### src/hw/rtl/ps2kbd_pkg.sv
package ps2kbd_pkg;

  localparam int unsigned PosWidth  = 16;
  localparam int unsigned CodeWidth = 8;
  localparam int unsigned GeoWidth  = 8;
  localparam int unsigned ModWidth  = 6;
  localparam int unsigned MapLen    = 58;

  localparam logic [CodeWidth-1:0] ScPrefixExt = 8'hE0;
  localparam logic [6:0] ScLshift = 7'h2A;
  localparam logic [6:0] ScRshift = 7'h36;
  localparam logic [6:0] ScDelete = 7'h53;
  localparam logic [6:0] ScCtrl   = 7'h1D;
  localparam logic [6:0] ScAlt    = 7'h38;
  localparam logic [6:0] ScLeft   = 7'd75;
  localparam logic [6:0] ScRight  = 7'd77;
  localparam logic [6:0] ScUp     = 7'd72;
  localparam logic [6:0] ScDown   = 7'd80;

  localparam int unsigned ModRshift = 0;
  localparam int unsigned ModLshift = 1;
  localparam int unsigned ModRctrl  = 2;
  localparam int unsigned ModLctrl  = 3;
  localparam int unsigned ModRalt   = 4;
  localparam int unsigned ModLalt   = 5;

  localparam logic [GeoWidth-1:0] RowsReset = 8'd25;
  localparam logic [GeoWidth-1:0] ColsReset = 8'd80;

  localparam logic [7:0] PlainMap [MapLen] = '{
    8'h00, 8'h1B, 8'h31, 8'h32, 8'h33, 8'h34, 8'h35, 8'h36,
    8'h37, 8'h38, 8'h39, 8'h30, 8'h2D, 8'h3D, 8'h08, 8'h09,
    8'h71, 8'h77, 8'h65, 8'h72, 8'h74, 8'h79, 8'h75, 8'h69,
    8'h6F, 8'h70, 8'h5B, 8'h5D, 8'h0A, 8'h00, 8'h61, 8'h73,
    8'h64, 8'h66, 8'h67, 8'h68, 8'h6A, 8'h6B, 8'h6C, 8'h3B,
    8'h27, 8'h60, 8'h00, 8'h5C, 8'h7A, 8'h78, 8'h63, 8'h76,
    8'h62, 8'h6E, 8'h6D, 8'h2C, 8'h2E, 8'h2F, 8'h00, 8'h2A,
    8'h00, 8'h20
  };

  localparam logic [7:0] ShiftMap [MapLen] = '{
    8'h00, 8'h1B, 8'h21, 8'h40, 8'h23, 8'h24, 8'h25, 8'h5E,
    8'h26, 8'h2A, 8'h28, 8'h29, 8'h5F, 8'h2B, 8'h08, 8'h09,
    8'h51, 8'h57, 8'h45, 8'h52, 8'h54, 8'h59, 8'h55, 8'h49,
    8'h4F, 8'h50, 8'h7B, 8'h7D, 8'h0A, 8'h00, 8'h41, 8'h53,
    8'h44, 8'h46, 8'h47, 8'h48, 8'h4A, 8'h4B, 8'h4C, 8'h3A,
    8'h22, 8'h7E, 8'h00, 8'h7C, 8'h5A, 8'h58, 8'h43, 8'h56,
    8'h42, 8'h4E, 8'h4D, 8'h3C, 8'h3E, 8'h3F, 8'h00, 8'h2A,
    8'h00, 8'h20
  };

  typedef enum logic [0:0] {
    OP_SCAN = 1'b0,
    OP_READ = 1'b1
  } op_e;

  typedef enum logic [0:0] {
    REG_SCREEN_ROWS = 1'b0,
    REG_SCREEN_COLS = 1'b1
  } cfg_reg_e;

  typedef enum logic [1:0] {
    MV_LEFT,
    MV_RIGHT,
    MV_UP,
    MV_DOWN
  } move_e;

  typedef struct packed {
    op_e                 op;
    logic [CodeWidth-1:0] scan_code;
    logic [PosWidth-1:0]  read_pos;
    logic [PosWidth-1:0]  write_pos;
  } in_word_t;

  typedef struct packed {
    logic [CodeWidth-1:0] key_code;
    logic [PosWidth-1:0]  cursor_pos;
    logic                 cursor_update;
    logic                 reset_request;
  } out_word_t;

  typedef struct packed {
    cfg_reg_e            index;
    logic [GeoWidth-1:0] data;
  } cfg_word_t;

  typedef struct packed {
    logic [CodeWidth-1:0] key_code;
    logic                 reset_request;
    logic                 arrow;
    move_e                move;
    logic [PosWidth-1:0]  rpos;
    logic [PosWidth-1:0]  wpos;
    logic [PosWidth-1:0]  cells;
  } ctx_t;

  typedef struct packed {
    ctx_t                ctx;
    logic [PosWidth-1:0] rem;
    logic [PosWidth-1:0] dividend;
  } mod_word_t;

  function automatic logic [7:0] ascii_map(input logic [5:0] code, input logic shifted);
    logic [7:0] val;
    val = 8'h00;
    if (32'(code) < MapLen) begin
      val = shifted ? ShiftMap[code] : PlainMap[code];
    end
    return val;
  endfunction

endpackage

### src/hw/rtl/ps2kbd_chan_if.sv
interface ps2kbd_chan_if #(
  parameter type payload_t = logic
);
  logic     valid;
  logic     ready;
  payload_t payload;

  modport source (output valid, output payload, input ready);
  modport sink (input valid, input payload, output ready);
endinterface

### src/hw/rtl/ps2kbd_mod_stage.sv
module ps2kbd_mod_stage #(
  parameter int unsigned BitsPerStage = 4
) (
  input  logic                  clk_i,
  input  logic                  rst_ni,
  input  logic                  valid_i,
  output logic                  ready_o,
  input  ps2kbd_pkg::mod_word_t data_i,
  output logic                  valid_o,
  input  logic                  ready_i,
  output ps2kbd_pkg::mod_word_t data_o
);

  localparam int unsigned W = ps2kbd_pkg::PosWidth;

  logic                  valid_q;
  ps2kbd_pkg::mod_word_t data_q, data_d;

  assign ready_o = !valid_q || ready_i;
  assign valid_o = valid_q;
  assign data_o  = data_q;

  // shift-subtract remainder, BitsPerStage dividend bits per stage
  always_comb begin
    logic [W-1:0] rem;
    logic [W-1:0] div;
    logic [W:0]   trial;
    rem = data_i.rem;
    div = data_i.dividend;
    for (int i = 0; i < BitsPerStage; i++) begin
      trial = {rem, div[W-1]};
      div   = {div[W-2:0], 1'b0};
      if (trial >= {1'b0, data_i.ctx.cells}) begin
        trial = trial - {1'b0, data_i.ctx.cells};
      end
      rem = trial[W-1:0];
    end
    data_d          = data_i;
    data_d.rem      = rem;
    data_d.dividend = div;
  end

  always_ff @(posedge clk_i or negedge rst_ni) begin
    if (!rst_ni) begin
      valid_q <= 1'b0;
    end else if (ready_o) begin
      valid_q <= valid_i;
    end
  end

  always_ff @(posedge clk_i) begin
    if (valid_i && ready_o) begin
      data_q <= data_d;
    end
  end

endmodule

### src/hw/rtl/ps2_scancode_keyboard_decoder_unit.sv
// Scan code set 1 keyboard decoder. Takes one word per cycle on in_i unless stalled (a scan
// code byte or a read of the one-key latch) and returns exactly one result word per input
// word, in order, on out_o. Modifier, prefix and latch state change as each word leaves the
// input register, so reads see every earlier key. The cursor wrap needs write_pos modulo
// rows*cols, done by a shift-subtract remainder pipeline of 16/ModBitsPerStage stages;
// throughput one word per cycle when no stage stalls. Every stage has its own valid and stalls
// only when the stage after it is full.
// Geometry registers are written on cfg_i (index 0 rows, 1 cols) and must not change while
// words are in flight.
module ps2_scancode_keyboard_decoder_unit #(
  parameter int unsigned ModBitsPerStage = 4
) (
  input  logic          clk_i,
  input  logic          rst_ni,
  ps2kbd_chan_if.sink   in_i,
  ps2kbd_chan_if.source out_o,
  ps2kbd_chan_if.sink   cfg_i
);

  localparam int unsigned W = ps2kbd_pkg::PosWidth;
  localparam int unsigned NumModStages = W / ModBitsPerStage;

  logic [ps2kbd_pkg::GeoWidth-1:0] rows_q, cols_q;

  assign cfg_i.ready = 1'b1;

  always_ff @(posedge clk_i or negedge rst_ni) begin
    if (!rst_ni) begin
      rows_q <= ps2kbd_pkg::RowsReset;
      cols_q <= ps2kbd_pkg::ColsReset;
    end else if (cfg_i.valid) begin
      case (cfg_i.payload.index)
        ps2kbd_pkg::REG_SCREEN_ROWS: rows_q <= cfg_i.payload.data;
        ps2kbd_pkg::REG_SCREEN_COLS: cols_q <= cfg_i.payload.data;
        default: ;
      endcase
    end
  end

  // input register
  logic                 v0_q;
  ps2kbd_pkg::in_word_t w0_q;
  logic                 rdy1;
  logic                 fire0;

  assign in_i.ready = !v0_q || rdy1;
  assign fire0      = v0_q && rdy1;

  always_ff @(posedge clk_i or negedge rst_ni) begin
    if (!rst_ni) begin
      v0_q <= 1'b0;
    end else if (in_i.ready) begin
      v0_q <= in_i.valid;
    end
  end

  always_ff @(posedge clk_i) begin
    if (in_i.valid && in_i.ready) begin
      w0_q <= in_i.payload;
    end
  end

  // decode and key state
  logic [ps2kbd_pkg::ModWidth-1:0]  mod_q, mod_d;
  logic                             ext_q, ext_d;
  logic [ps2kbd_pkg::CodeWidth-1:0] latch_q, latch_d;
  ps2kbd_pkg::ctx_t                 ctx;
  logic                             shifted, ctrl_held, alt_held;

  always_comb begin
    mod_d     = mod_q;
    ext_d     = ext_q;
    latch_d   = latch_q;
    shifted   = mod_q[ps2kbd_pkg::ModLshift] | mod_q[ps2kbd_pkg::ModRshift];
    ctrl_held = mod_q[ps2kbd_pkg::ModLctrl] | mod_q[ps2kbd_pkg::ModRctrl];
    alt_held  = mod_q[ps2kbd_pkg::ModLalt] | mod_q[ps2kbd_pkg::ModRalt];
    ctx       = '0;
    ctx.move  = ps2kbd_pkg::MV_LEFT;
    ctx.rpos  = w0_q.read_pos;
    ctx.wpos  = w0_q.write_pos;
    ctx.cells = W'(16'(rows_q) * 16'(cols_q));
    if (w0_q.op == ps2kbd_pkg::OP_READ) begin
      ctx.key_code = latch_q;
      latch_d      = '0;
    end else if (w0_q.scan_code == ps2kbd_pkg::ScPrefixExt) begin
      ext_d = 1'b1;
    end else if (ext_q) begin
      ext_d = 1'b0;
      if (!w0_q.scan_code[7]) begin
        case (w0_q.scan_code[6:0])
          ps2kbd_pkg::ScAlt: mod_d[ps2kbd_pkg::ModRalt] = 1'b1;
          ps2kbd_pkg::ScCtrl: mod_d[ps2kbd_pkg::ModRctrl] = 1'b1;
          ps2kbd_pkg::ScDelete: ctx.reset_request = ctrl_held & alt_held;
          ps2kbd_pkg::ScLeft: begin
            ctx.arrow = 1'b1;
            ctx.move  = ps2kbd_pkg::MV_LEFT;
          end
          ps2kbd_pkg::ScRight: begin
            ctx.arrow = 1'b1;
            ctx.move  = ps2kbd_pkg::MV_RIGHT;
          end
          ps2kbd_pkg::ScUp: begin
            ctx.arrow = 1'b1;
            ctx.move  = ps2kbd_pkg::MV_UP;
          end
          ps2kbd_pkg::ScDown: begin
            ctx.arrow = 1'b1;
            ctx.move  = ps2kbd_pkg::MV_DOWN;
          end
          default: ;
        endcase
      end else begin
        case (w0_q.scan_code[6:0])
          ps2kbd_pkg::ScAlt: mod_d[ps2kbd_pkg::ModRalt] = 1'b0;
          ps2kbd_pkg::ScCtrl: mod_d[ps2kbd_pkg::ModRctrl] = 1'b0;
          default: ;
        endcase
      end
    end else if (!w0_q.scan_code[7]) begin
      case (w0_q.scan_code[6:0])
        ps2kbd_pkg::ScLshift: mod_d[ps2kbd_pkg::ModLshift] = 1'b1;
        ps2kbd_pkg::ScRshift: mod_d[ps2kbd_pkg::ModRshift] = 1'b1;
        ps2kbd_pkg::ScAlt: mod_d[ps2kbd_pkg::ModLalt] = 1'b1;
        ps2kbd_pkg::ScCtrl: mod_d[ps2kbd_pkg::ModLctrl] = 1'b1;
        default: begin
          if (latch_q == '0) begin
            if (32'(w0_q.scan_code) >= ps2kbd_pkg::MapLen) begin
              latch_d = w0_q.scan_code;
            end else begin
              latch_d = ps2kbd_pkg::ascii_map(w0_q.scan_code[5:0], shifted);
            end
          end
        end
      endcase
    end else begin
      case (w0_q.scan_code[6:0])
        ps2kbd_pkg::ScLshift: mod_d[ps2kbd_pkg::ModLshift] = 1'b0;
        ps2kbd_pkg::ScRshift: mod_d[ps2kbd_pkg::ModRshift] = 1'b0;
        ps2kbd_pkg::ScAlt: mod_d[ps2kbd_pkg::ModLalt] = 1'b0;
        ps2kbd_pkg::ScCtrl: mod_d[ps2kbd_pkg::ModLctrl] = 1'b0;
        default: ;
      endcase
    end
  end

  always_ff @(posedge clk_i or negedge rst_ni) begin
    if (!rst_ni) begin
      mod_q   <= '0;
      ext_q   <= 1'b0;
      latch_q <= '0;
    end else if (fire0) begin
      mod_q   <= mod_d;
      ext_q   <= ext_d;
      latch_q <= latch_d;
    end
  end

  // remainder pipeline: write_pos mod cells
  logic                  sv_valid [NumModStages+1];
  logic                  sv_ready [NumModStages+1];
  ps2kbd_pkg::mod_word_t sv_data  [NumModStages+1];
  logic                  rdy_f;

  assign sv_valid[0]         = v0_q;
  assign rdy1                = sv_ready[0];
  assign sv_data[0].ctx      = ctx;
  assign sv_data[0].rem      = '0;
  assign sv_data[0].dividend = w0_q.write_pos;
  assign sv_ready[NumModStages] = rdy_f;

  for (genvar g = 0; g < NumModStages; g++) begin : g_mod
    ps2kbd_mod_stage #(
      .BitsPerStage(ModBitsPerStage)
    ) u_stage (
      .clk_i  (clk_i),
      .rst_ni (rst_ni),
      .valid_i(sv_valid[g]),
      .ready_o(sv_ready[g]),
      .data_i (sv_data[g]),
      .valid_o(sv_valid[g+1]),
      .ready_i(sv_ready[g+1]),
      .data_o (sv_data[g+1])
    );
  end

  // wrap stage
  ps2kbd_pkg::ctx_t fctx;
  logic [W-1:0]     rem, cells, dm, dz, wrap;
  logic [W:0]       diff, sum;
  logic             horiz, neg;
  logic             vf_q;
  ps2kbd_pkg::ctx_t ctx_f_q;
  logic [W-1:0]     wrap_f_q;
  logic             rdy_out;

  always_comb begin
    fctx  = sv_data[NumModStages].ctx;
    rem   = sv_data[NumModStages].rem;
    cells = fctx.cells;
    horiz = (fctx.move == ps2kbd_pkg::MV_LEFT) || (fctx.move == ps2kbd_pkg::MV_RIGHT);
    neg   = (fctx.move == ps2kbd_pkg::MV_LEFT) || (fctx.move == ps2kbd_pkg::MV_UP);
    dz    = horiz ? W'(1) : W'(cols_q);
    if (horiz) begin
      dm = (cells == W'(1)) ? '0 : W'(1);
    end else begin
      dm = (rows_q == 8'd1) ? '0 : W'(cols_q);
    end
    diff = {1'b0, rem} - {1'b0, dm};
    sum  = {1'b0, rem} + {1'b0, dm};
    if (cells == '0) begin
      wrap = neg ? (fctx.wpos - dz) : (fctx.wpos + dz);
    end else if (neg) begin
      wrap = diff[W] ? (diff[W-1:0] + cells) : diff[W-1:0];
    end else begin
      wrap = (sum >= {1'b0, cells}) ? W'(sum - {1'b0, cells}) : sum[W-1:0];
    end
  end

  assign rdy_f = !vf_q || rdy_out;

  always_ff @(posedge clk_i or negedge rst_ni) begin
    if (!rst_ni) begin
      vf_q <= 1'b0;
    end else if (rdy_f) begin
      vf_q <= sv_valid[NumModStages];
    end
  end

  always_ff @(posedge clk_i) begin
    if (sv_valid[NumModStages] && rdy_f) begin
      ctx_f_q  <= fctx;
      wrap_f_q <= wrap;
    end
  end

  // output register
  logic                  vo_q;
  ps2kbd_pkg::out_word_t wo_q, wo_d;

  assign rdy_out       = !vo_q || out_o.ready;
  assign out_o.valid   = vo_q;
  assign out_o.payload = wo_q;

  always_comb begin
    wo_d.key_code      = ctx_f_q.key_code;
    wo_d.reset_request = ctx_f_q.reset_request;
    wo_d.cursor_update = ctx_f_q.arrow;
    if (!ctx_f_q.arrow) begin
      wo_d.cursor_pos = '0;
    end else if (wrap_f_q > ctx_f_q.rpos) begin
      wo_d.cursor_pos = wrap_f_q;
    end else begin
      wo_d.cursor_pos = ctx_f_q.rpos;
    end
  end

  always_ff @(posedge clk_i or negedge rst_ni) begin
    if (!rst_ni) begin
      vo_q <= 1'b0;
    end else if (rdy_out) begin
      vo_q <= vf_q;
    end
  end

  always_ff @(posedge clk_i) begin
    if (vf_q && rdy_out) begin
      wo_q <= wo_d;
    end
  end

endmodule

### src/flat_wrapper.sv
// flat-port wrapper written by rule: the top's interface ports become plain ports
module ps2_scancode_keyboard_decoder_unit_flat 
#(
  parameter int unsigned ModBitsPerStage = 4
)
  (clk_i, rst_ni, in_i_valid, in_i_payload, in_i_ready, out_o_valid, out_o_payload, out_o_ready, cfg_i_valid, cfg_i_payload, cfg_i_ready);
  ps2kbd_chan_if #(.payload_t(ps2kbd_pkg::in_word_t)) in_i_i ();
  ps2kbd_chan_if #(.payload_t(ps2kbd_pkg::out_word_t)) out_o_i ();
  ps2kbd_chan_if #(.payload_t(ps2kbd_pkg::cfg_word_t)) cfg_i_i ();
  input  logic clk_i;
  input  logic rst_ni;
  input wire logic [$bits(in_i_i.valid)-1:0] in_i_valid;
  input wire logic [$bits(in_i_i.payload)-1:0] in_i_payload;
  output wire logic [$bits(in_i_i.ready)-1:0] in_i_ready;
  output wire logic [$bits(out_o_i.valid)-1:0] out_o_valid;
  output wire logic [$bits(out_o_i.payload)-1:0] out_o_payload;
  input wire logic [$bits(out_o_i.ready)-1:0] out_o_ready;
  input wire logic [$bits(cfg_i_i.valid)-1:0] cfg_i_valid;
  input wire logic [$bits(cfg_i_i.payload)-1:0] cfg_i_payload;
  output wire logic [$bits(cfg_i_i.ready)-1:0] cfg_i_ready;
  assign in_i_i.valid = in_i_valid;
  assign in_i_i.payload = in_i_payload;
  assign in_i_ready = in_i_i.ready;
  assign out_o_valid = out_o_i.valid;
  assign out_o_payload = out_o_i.payload;
  assign out_o_i.ready = out_o_ready;
  assign cfg_i_i.valid = cfg_i_valid;
  assign cfg_i_i.payload = cfg_i_payload;
  assign cfg_i_ready = cfg_i_i.ready;
  ps2_scancode_keyboard_decoder_unit #(.ModBitsPerStage(ModBitsPerStage)) u_core (.clk_i(clk_i), .rst_ni(rst_ni), .in_i(in_i_i), .out_o(out_o_i), .cfg_i(cfg_i_i));
endmodule
### config.mk
export PLATFORM = sky130hd
export DESIGN_NAME = ps2_scancode_keyboard_decoder_unit_flat
export DESIGN_NICKNAME = d
export VERILOG_FILES = /design/src/hw/rtl/ps2kbd_pkg.sv /design/src/hw/rtl/ps2kbd_chan_if.sv /design/src/hw/rtl/ps2kbd_mod_stage.sv /design/src/hw/rtl/ps2_scancode_keyboard_decoder_unit.sv /design/src/flat_wrapper.sv
export SDC_FILE = /design/constraint.sdc
export NUM_CORES = 1
export LEC_CHECK = 0
export BUFFER_PORTS_ARGS = -buffer_cell sky130_fd_sc_hd__buf_2
export CAP_MARGIN = 20
export CELL_PAD_IN_SITES_DETAIL_PLACEMENT = 1
export CELL_PAD_IN_SITES_GLOBAL_PLACEMENT = 2
export CORE_UTILIZATION = 45
export DETAILED_ROUTE_END_ITERATION = 8
export GPL_TIMING_DRIVEN = 0
export PLACE_DENSITY = 0.91
export SLEW_MARGIN = 15
export SYNTH_ARGS = -nofsm -noshare
export SYNTH_HDL_FRONTEND = slang
export SYNTH_SLANG_ARGS = --single-unit
### constraint.sdc
create_clock -name clk_i -period 26.6 [get_ports clk_i]
set_input_delay 3.99 -clock clk_i [delete_from_list [all_inputs] [get_ports clk_i]]
set_output_delay 3.99 -clock clk_i [all_outputs]
set_load 0.03 [all_outputs]
==> impl_metrics.prom, run 1 <==
# TYPE chip_impl_metric gauge
chip_impl_info{name="run_status",value="finished clean"} 1
chip_impl_metric{name="cts-htree-levels",unit=""} 2
chip_impl_metric{name="cts.repair_timing.setup_buffer_count",unit=""} 0
chip_impl_metric{name="finalSetupViolations",unit=""} 0
chip_impl_metric{name="io_buffers",unit=""} 81
chip_impl_metric{name="nFillCells",unit=""} 8988
chip_impl_metric{name="final_min_period_over_clock_period",unit=""} 0.584
chip_impl_metric{name="synth_seq_cells",unit=""} 444
chip_impl_metric{name="timing_hold_violations_final",unit=""} 0
chip_impl_metric{name="slew_headroom",unit=""} 0.258
chip_impl_metric{name="worst_pin_slew",unit="ns"} 1.10
chip_impl_info{name="timing.critical_path.to_type",value="flip-flop"} 1
chip_impl_metric{name="seq_area_frac_synth",unit=""} 0.365
chip_impl_metric{name="final.setup_skew",unit="ns"} 0.0244
chip_impl_metric{name="detailed_placement_hpwl",unit="µm"} 86400
chip_impl_metric{name="grtUsageTotal",unit=""} 0.271
chip_impl_metric{name="final_max_slew_viol_count",unit=""} 0
chip_impl_info{name="commonest_non_fill_non_tap_cells_in_the_layout",value="407 x edfxtp_1, 369 x ha_1, 275 x inv_1"} 1
chip_impl_metric{name="grt_start_max_net_pins",unit=""} 43
chip_impl_metric{name="data_required_time_of_the_critical_path",unit="ns"} 26.93
chip_impl_metric{name="clock_transition_at_the_registers_of_the_reported_paths",unit="ns"} 0.07
chip_impl_metric{name="detailed_place.area",unit="µm²"} 37900
chip_impl_info{name="synth_top_cells_by_area",value="edfxtp_1 34%, ha_1 13%, mux2_2 5.3%, xnor2_1 4.0%, a21oi_1 3.4%"} 1
chip_impl_metric{name="timing.setup.tns",unit="ns"} 0
chip_impl_metric{name="grt_pass1_wl",unit="µm"} 173000
chip_impl_metric{name="first_global_vias",unit=""} 30100
chip_impl_metric{name="finalInstanceArea",unit="µm²"} 39600
chip_impl_metric{name="final_net_count",unit=""} 4222
chip_impl_metric{name="dieWidth",unit="µm"} 285
chip_impl_metric{name="yosysWarnings",unit=""} 0
chip_impl_metric{name="grt_remaining_overflow",unit=""} 0
chip_impl_metric{name="synth-edff-count",unit=""} 407
chip_impl_metric{name="final.min_clock_period",unit="ns"} 15.53
chip_impl_metric{name="io-pin-count",unit=""} 84
chip_impl_metric{name="post-route-drc-count",unit=""} 0
chip_impl_metric{name="insertedDiodeCount",unit=""} 0
chip_impl_metric{name="cts_inserted_buffers",unit=""} 48
chip_impl_metric{name="cts-root-to-sink-buffers",unit=""} 3
chip_impl_metric{name="max_cap_violations",unit=""} 0
chip_impl_metric{name="clkSinkCount",unit=""} 444
chip_impl_info{name="cpMostUsedCell",value="inv_1"} 1
chip_impl_info{name="setup_repair_after_global_routing_missed_its_margin",value="false"} 1
chip_impl_metric{name="synthCells",unit=""} 3603
chip_impl_metric{name="number_of_library_cell_types_mapped_by_synthesis",unit=""} 98
chip_impl_metric{name="drt-vias-per-instance",unit=""} 5.95
chip_impl_info{name="crit_path_kind",value="reg -> reg"} 1
chip_impl_metric{name="worst_ep_arrival_time",unit="ns"} 15.86
chip_impl_metric{name="drt_iter0_markers",unit=""} 1629
chip_impl_info{name="min_path_type",value="reg -> reg"} 1
chip_impl_info{name="layout.cells.most_common",value="edfxtp_1"} 1
chip_impl_metric{name="maxClockFrequency",unit="MHz"} 64.4
chip_impl_metric{name="layout-area-overhead-vs-synth",unit="%"} 9.96
chip_impl_info{name="cp_slowest_cell",value="clkbuf_1"} 1
chip_impl_metric{name="synthesis.area_per_instance",unit="µm²"} 9.99
chip_impl_metric{name="die-height",unit="µm"} 285
chip_impl_info{name="synth_top_flop_cell",value="edfxtp_1"} 1
chip_impl_metric{name="synth_largest_type_area_fraction",unit=""} 0.339
chip_impl_metric{name="core_area",unit="µm²"} 79100
chip_impl_metric{name="synth.net_count",unit=""} 4083
chip_impl_metric{name="syn-cell-area",unit="µm²"} 36000
chip_impl_metric{name="asyncSetResetFlopFracSynth",unit=""} 0.0833
chip_impl_metric{name="effective_utilization_at_floorplan",unit=""} 0.455
chip_impl_metric{name="antenna_found_initial",unit=""} 0
chip_impl_metric{name="critical_path_peak_fanout",unit=""} 10
chip_impl_metric{name="detail_route.wirelength",unit="µm"} 111000
chip_impl_metric{name="cts.repair.resized",unit=""} 0
chip_impl_metric{name="detailedRoute.firstPassIterationCount",unit=""} 5
chip_impl_metric{name="rows",unit=""} 103
chip_impl_metric{name="drtAntennaViolNets",unit=""} 0
chip_impl_info{name="setup.worst_path.start_class",value="flip-flop"} 1
chip_impl_info{name="post_synth_top_area_cell",value="edfxtp_1"} 1
chip_impl_metric{name="clk-insertion-delay-late",unit="ns"} 0.61
chip_impl_metric{name="dieArea",unit="µm²"} 81100
chip_impl_metric{name="detail_route.wl_per_cell",unit="µm"} 23.0
chip_impl_metric{name="post_route_cells_drive_above_1_share",unit=""} 0.107
chip_impl_metric{name="cpPeakStageDelay",unit="ns"} 0.67
chip_impl_info{name="cts_tree",value="built"} 1
chip_impl_metric{name="vias",unit=""} 28800
chip_impl_metric{name="cts_hold_repair.buffers",unit=""} 0
chip_impl_metric{name="place_congestion",unit=""} 0.916
chip_impl_info{name="cts.root.buffer_cell",value="clkbuf_16"} 1
-- worst max-delay path, delay by kind of cell (launching register included) --
family	cells	cell delay (ns)
AO/OA/AOI/OAI	19	5.64
multiplexers	2	0.68
adder cells (fa/ha/maj)	8	3.30
buffers and inverters	13	2.50
AND/OR/NAND/NOR	14	2.50
flip-flops	1	0.64
-- cells by family after synthesis --
| logic type | share of synthesized area |
|---|---|
| xor gates and xnor gates | 0.0594 |
| adders and majority gates | 0.159 |
| other | 0.000209 |
| muxes | 0.0731 |
| buffers and inverters | 0.0400 |
| DFF | 0.365 |
| AOI/OAI and AO/OA | 0.167 |
| and+or+nand+nor | 0.136 |
-- cell type report --
type,count,area [µm²],area share
inverters,277,1040,0.0263
well taps,1050,1310,0.0332
clock inverters,34,360,0.00910
multi-input cells,2785,21400,0.542
flip-flops and latches,444,13200,0.332
clock buffers,56,1280,0.0324
repair buffers,89,588,0.0149
plain buffers,97,402,0.0101
-- flip-flops by register name (all words and copies together) (netlist names) --
| register | flops |
|---|---|
| u_core.ctx_f_q | 25 |
| u_core.w0_q | 9 |
| u_core.ctx | 32 |
| u_core.out_o.payload | 25 |
| u_core.g_mod.u_stage.valid_o | 4 |
| u_core.latch_q | 7 |
| u_core.wrap_f_q | 16 |
| u_core.out_o.valid | 1 |
| u_core.rows_q | 8 |
| u_core.g_mod.u_stage.data_o | 300 |
| u_core.cols_q | 8 |
| u_core.vf_q | 1 |
| u_core.v0_q | 1 |
| u_core.ext_q | 1 |
| u_core.mod_q | 6 |
-- stage by stage --
step	hold WS, ns	utilization	cells	worst slack [ns]
after CTS	0.415	0.500	4832	11.19
final	0.419	0.500	4832	11.07
after global placement	0.401	0.477	4734	11.46
after detailed placement	0.406	0.479	4742	11.25
after global routing	0.416	0.500	4832	10.00
after floorplan	0.400	-	3603	14.13
-- final timing paths --
| check | start | end | slack (ns) | depth (start not counted) |
|---|---|---|---|---|
| min in group asynchronous | rst_ni | u_core.vf_q$_DFFE_PN0P_ | 3.57 | 1 |
| max reg2reg | u_core.cols_q[6]$_DFFE_PN1P_ | u_core.g_mod[0].u_stage.data_o[30]$_DFFE_PP_ | 11.07 | 56 |
| max in group asynchronous | rst_ni | u_core.cols_q[7]$_DFFE_PN0P_ | 22.39 | 1 |
| max | u_core.cols_q[6]$_DFFE_PN1P_ | u_core.g_mod[0].u_stage.data_o[30]$_DFFE_PP_ | 11.07 | 56 |
| min | u_core.g_mod[3].u_stage.data_o[89]$_DFFE_PP_ | u_core.ctx_f_q[57]$_DFFE_PP_ | 0.42 | 0 |
| min reg2reg | u_core.g_mod[3].u_stage.data_o[89]$_DFFE_PP_ | u_core.ctx_f_q[57]$_DFFE_PP_ | 0.42 | 0 |
-- Yosys cell counts (11+ instances only) --
cell type / number
o21bai_1: 26
nor3_1: 72
nand2_1: 212
and3_1: 19
edfxtp_1: 407
xnor2_1: 165
and2_1: 80
a21o_1: 101
mux2_2: 169
o21ai_0: 187
clkbuf_1: 69
a211oi_1: 46
nor2b_1: 67
a31oi_1: 26
fa_1: 56
a211o_1: 24
buf_1: 14
o31ai_1: 25
ha_1: 369
a21boi_0: 18
or3_1: 40
xor2_1: 79
or2_2: 19
o2111ai_1: 11
mux2i_1: 54
a21oi_1: 245
nand3_1: 61
o31a_1: 12
o211ai_1: 24
nand4_1: 45
o21a_1: 42
inv_1: 275
dfrtp_1: 32
nand2b_1: 48
nor2_1: 227
nor4_1: 34
-- layer usage --
layer	track usage	vias to the layer above	share of wire
li1	-	13600	-
met1	0.344	14300	0.43
met2	0.473	635	0.49
met3	0.0262	226	0.035
met4	0.112	0	0.042
met5	0	-	0
Power of run 1 is not shown: default switching activity piles up to over one toggle a cycle in this logic, so the estimate is an artifact.
==> run 2: changes to the inputs <==
--- a/config.mk
+++ b/config.mk
@@ -9,10 +9,10 @@
 export CAP_MARGIN = 20
 export CELL_PAD_IN_SITES_DETAIL_PLACEMENT = 1
 export CELL_PAD_IN_SITES_GLOBAL_PLACEMENT = 2
-export CORE_UTILIZATION = 45
+export CORE_UTILIZATION = 39
 export DETAILED_ROUTE_END_ITERATION = 8
 export GPL_TIMING_DRIVEN = 0
-export PLACE_DENSITY = 0.91
+export PLACE_DENSITY = 0.84
 export SLEW_MARGIN = 15
 export SYNTH_ARGS = -nofsm -noshare
 export SYNTH_HDL_FRONTEND = slang
==> constraint.sdc (replaced) <==
create_clock -name clk_i -period 13.3 [get_ports clk_i]
set_input_delay 1.995 -clock clk_i [delete_from_list [all_inputs] [get_ports clk_i]]
set_output_delay 1.995 -clock clk_i [all_outputs]
set_load 0.03 [all_outputs]
==> run 2 against run 1 <==
Against the previous run:
- flip-flop and latch count stayed put
- fmax up 23%
- register-to-register slack worse by 10 ns
- final area increased by 1.7%
- highest routed layer is now met5
==> impl_metrics.prom, run 2 (synthesis results as in run 1) <==
# TYPE chip_impl_metric gauge
chip_impl_info{name="run_status",value="finished clean"} 1
chip_impl_metric{name="worst_ep_arrival_time",unit="ns"} 12.96
chip_impl_metric{name="clkSinkCount",unit=""} 444
chip_impl_info{name="layout.cells.most_common",value="edfxtp_1"} 1
chip_impl_metric{name="timing_hold_violations_final",unit=""} 0
chip_impl_metric{name="worst_pin_slew",unit="ns"} 1.01
chip_impl_metric{name="vias",unit=""} 28300
chip_impl_metric{name="grt_remaining_overflow",unit=""} 0
chip_impl_metric{name="max_cap_violations",unit=""} 0
chip_impl_metric{name="place_congestion",unit=""} 0.874
chip_impl_metric{name="core_area",unit="µm²"} 91500
chip_impl_metric{name="post-route-drc-count",unit=""} 0
chip_impl_metric{name="first_global_vias",unit=""} 29200
chip_impl_metric{name="nFillCells",unit=""} 10300
chip_impl_metric{name="io_buffers",unit=""} 81
chip_impl_metric{name="detailed_placement_hpwl",unit="µm"} 84500
chip_impl_metric{name="grt_start_max_net_pins",unit=""} 51
chip_impl_metric{name="drtAntennaViolNets",unit=""} 0
chip_impl_info{name="r2r-start",value="u_core.rows_q[0]$_DFFE_PN1P_"} 1
chip_impl_info{name="setup.worst_path.start_class",value="flip-flop"} 1
chip_impl_metric{name="cts_hold_repair.buffers",unit=""} 0
chip_impl_info{name="min_path_type",value="reg -> reg"} 1
chip_impl_metric{name="data_required_time_of_the_critical_path",unit="ns"} 13.65
chip_impl_metric{name="multi_input_comb_area",unit="µm²"} 21600
chip_impl_metric{name="drt_iter0_markers",unit=""} 1476
chip_impl_metric{name="final_max_slew_viol_count",unit=""} 0
chip_impl_metric{name="cts-root-to-sink-buffers",unit=""} 3
chip_impl_metric{name="final_net_count",unit=""} 4233
chip_impl_metric{name="clock_transition_at_the_registers_of_the_reported_paths",unit="ns"} 0.06
chip_impl_metric{name="layoutNonFillerInstCount",unit=""} 4986
chip_impl_metric{name="clk-insertion-delay-late",unit="ns"} 0.64
chip_impl_metric{name="cell_count_of_the_worst_hold_path",unit=""} 0
chip_impl_info{name="commonest_non_fill_non_tap_cells_in_the_layout",value="407 x edfxtp_1, 368 x ha_1, 274 x inv_1"} 1
chip_impl_metric{name="slew_headroom",unit=""} 0.322
chip_impl_metric{name="dp_cells",unit=""} 4879
chip_impl_metric{name="grtUsageTotal",unit=""} 0.227
chip_impl_metric{name="finalSetupViolations",unit=""} 0
chip_impl_info{name="hold_path_startpoint",value="u_core.ctx_f_q[51]$_DFFE_PP_"} 1
chip_impl_info{name="crit_path_kind",value="reg -> reg"} 1
chip_impl_metric{name="dieWidth",unit="µm"} 306
chip_impl_metric{name="effective_utilization_at_floorplan",unit=""} 0.393
chip_impl_info{name="timing.critical_path.to_type",value="flip-flop"} 1
chip_impl_metric{name="io-pin-count",unit=""} 84
chip_impl_info{name="cp_slowest_cell",value="dfstp_2"} 1
chip_impl_metric{name="drt-vias-per-instance",unit=""} 5.67
chip_impl_info{name="crit_start",value="u_core.rows_q[0]$_DFFE_PN1P_"} 1
chip_impl_metric{name="final.hold.worst_slack",unit="ns"} 0.410
chip_impl_metric{name="die-height",unit="µm"} 306
chip_impl_info{name="min_delay_worst_endpoint",value="u_core.out_o.payload[0]$_DFFE_PP_"} 1
chip_impl_info{name="cts_tree",value="built"} 1
chip_impl_metric{name="cts_inserted_buffers",unit=""} 52
chip_impl_metric{name="critical_path_peak_fanout",unit=""} 11
chip_impl_metric{name="cpPeakStageDelay",unit="ns"} 0.61
chip_impl_metric{name="final.min_clock_period",unit="ns"} 12.61
chip_impl_metric{name="detailedRoute.firstPassIterationCount",unit=""} 8
chip_impl_metric{name="detail_route.wirelength",unit="µm"} 108000
chip_impl_info{name="cts.root.buffer_cell",value="clkbuf_16"} 1
chip_impl_metric{name="detail_route.wl_per_cell",unit="µm"} 21.7
chip_impl_metric{name="cts-htree-levels",unit=""} 2
chip_impl_metric{name="largest_register_ffs",unit=""} 300
chip_impl_metric{name="antenna_found_initial",unit=""} 6
chip_impl_metric{name="final_min_period_over_clock_period",unit=""} 0.948
chip_impl_info{name="worstReg2RegEnd",value="u_core.g_mod[0].u_stage.data_o[18]$_DFFE_PP_"} 1
chip_impl_metric{name="final_util",unit=""} 0.440
chip_impl_metric{name="maxClockFrequency",unit="MHz"} 79.3
chip_impl_metric{name="ff_latch_area",unit="µm²"} 13200
chip_impl_metric{name="rows",unit=""} 111
chip_impl_metric{name="post_route_cells_drive_above_1_share",unit=""} 0.120
chip_impl_metric{name="dieArea",unit="µm²"} 93500
chip_impl_metric{name="layout-area-overhead-vs-synth",unit="%"} 11.8
chip_impl_metric{name="final.setup_skew",unit="ns"} 0.0497
chip_impl_metric{name="worstRegToRegCells",unit=""} 49
chip_impl_metric{name="grt_pass1_wl",unit="µm"} 167000
chip_impl_metric{name="minimum_setup_slack_among_reg_to_reg_paths",unit="ns"} 0.69
## run 2: cell count changes in the layout (fill, tap and decap cells not counted), moves of 5 or more
| cell | delta |
|---|---|
| buf_4 | +15 |
| clkbuf_2 | +7 |
| clkinv_1 | -6 |
| clkinv_2 | -5 |
## run 2: worst max-delay path by stage
stage                     slack, ns  cells after the start                                            to
after detailed placement      -1.91                     56  u_core.g_mod[0].u_stage.data_o[30]$_DFFE_PP_
final                          0.69                     49  u_core.g_mod[0].u_stage.data_o[18]$_DFFE_PP_
after global placement        -1.78                     56  u_core.g_mod[0].u_stage.data_o[30]$_DFFE_PP_
after global routing         -0.003                     52  u_core.g_mod[0].u_stage.data_o[18]$_DFFE_PP_
after CTS                      0.01                     54  u_core.g_mod[0].u_stage.data_o[30]$_DFFE_PP_
after floorplan                0.83                     56  u_core.g_mod[0].u_stage.data_o[23]$_DFFE_PP_
## run 2: per-stage QoR
stage          setup WS [ns]  setup TNS [ns]  area, µm²
2_1_floorplan          0.827               0      36000
3_3_place_gp           -1.78          -27.10      37900
3_5_place_dp           -1.91          -30.09      38200
4_1_cts               0.0104               0      40100
5_1_grt             -0.00253        -0.00253      40300
6_report               0.689               0      40300
## run 2: metal layers
layer	routed length, µm	track usage	vias to the layer above
li1	-	-	13600
met1	49100	0.298	14000
met2	52400	0.392	488
met3	3640	0.0243	147
met4	2990	0.0652	6
met5	31	0	-
## run 2: area by class of cell
| cell class | instances | share of cell area |
|---|---|---|
| antenna | 3 | 0.000186 |
| buffer | 85 | 0.00939 |
| clock buffer | 75 | 0.0362 |
| clock inverter | 23 | 0.00876 |
| inverter | 277 | 0.0258 |
| multi-input combinational | 2785 | 0.536 |
| sequential | 444 | 0.327 |
| tap | 1186 | 0.0369 |
| timing repair buffer | 108 | 0.0195 |
## run 2: worst max-delay path: cells and delay by family (launching register included)
family / cells / cell delay, ns
flops: 1 / 0.61
simple gates: 14 / 2.97
fa+ha+maj: 8 / 3.36
buf+inv: 8 / 1.04
compound gates: 18 / 4.04
mux: 1 / 0.34
## run 2: repair_timing
action	4_1_cts	5_1_grt
setup buffers	11	5
pin swaps	5	3
setup endpoints to repair	26	64
gates resized for setup	22	37
cloned	0	1
Power of run 2 is left out for the same reason.
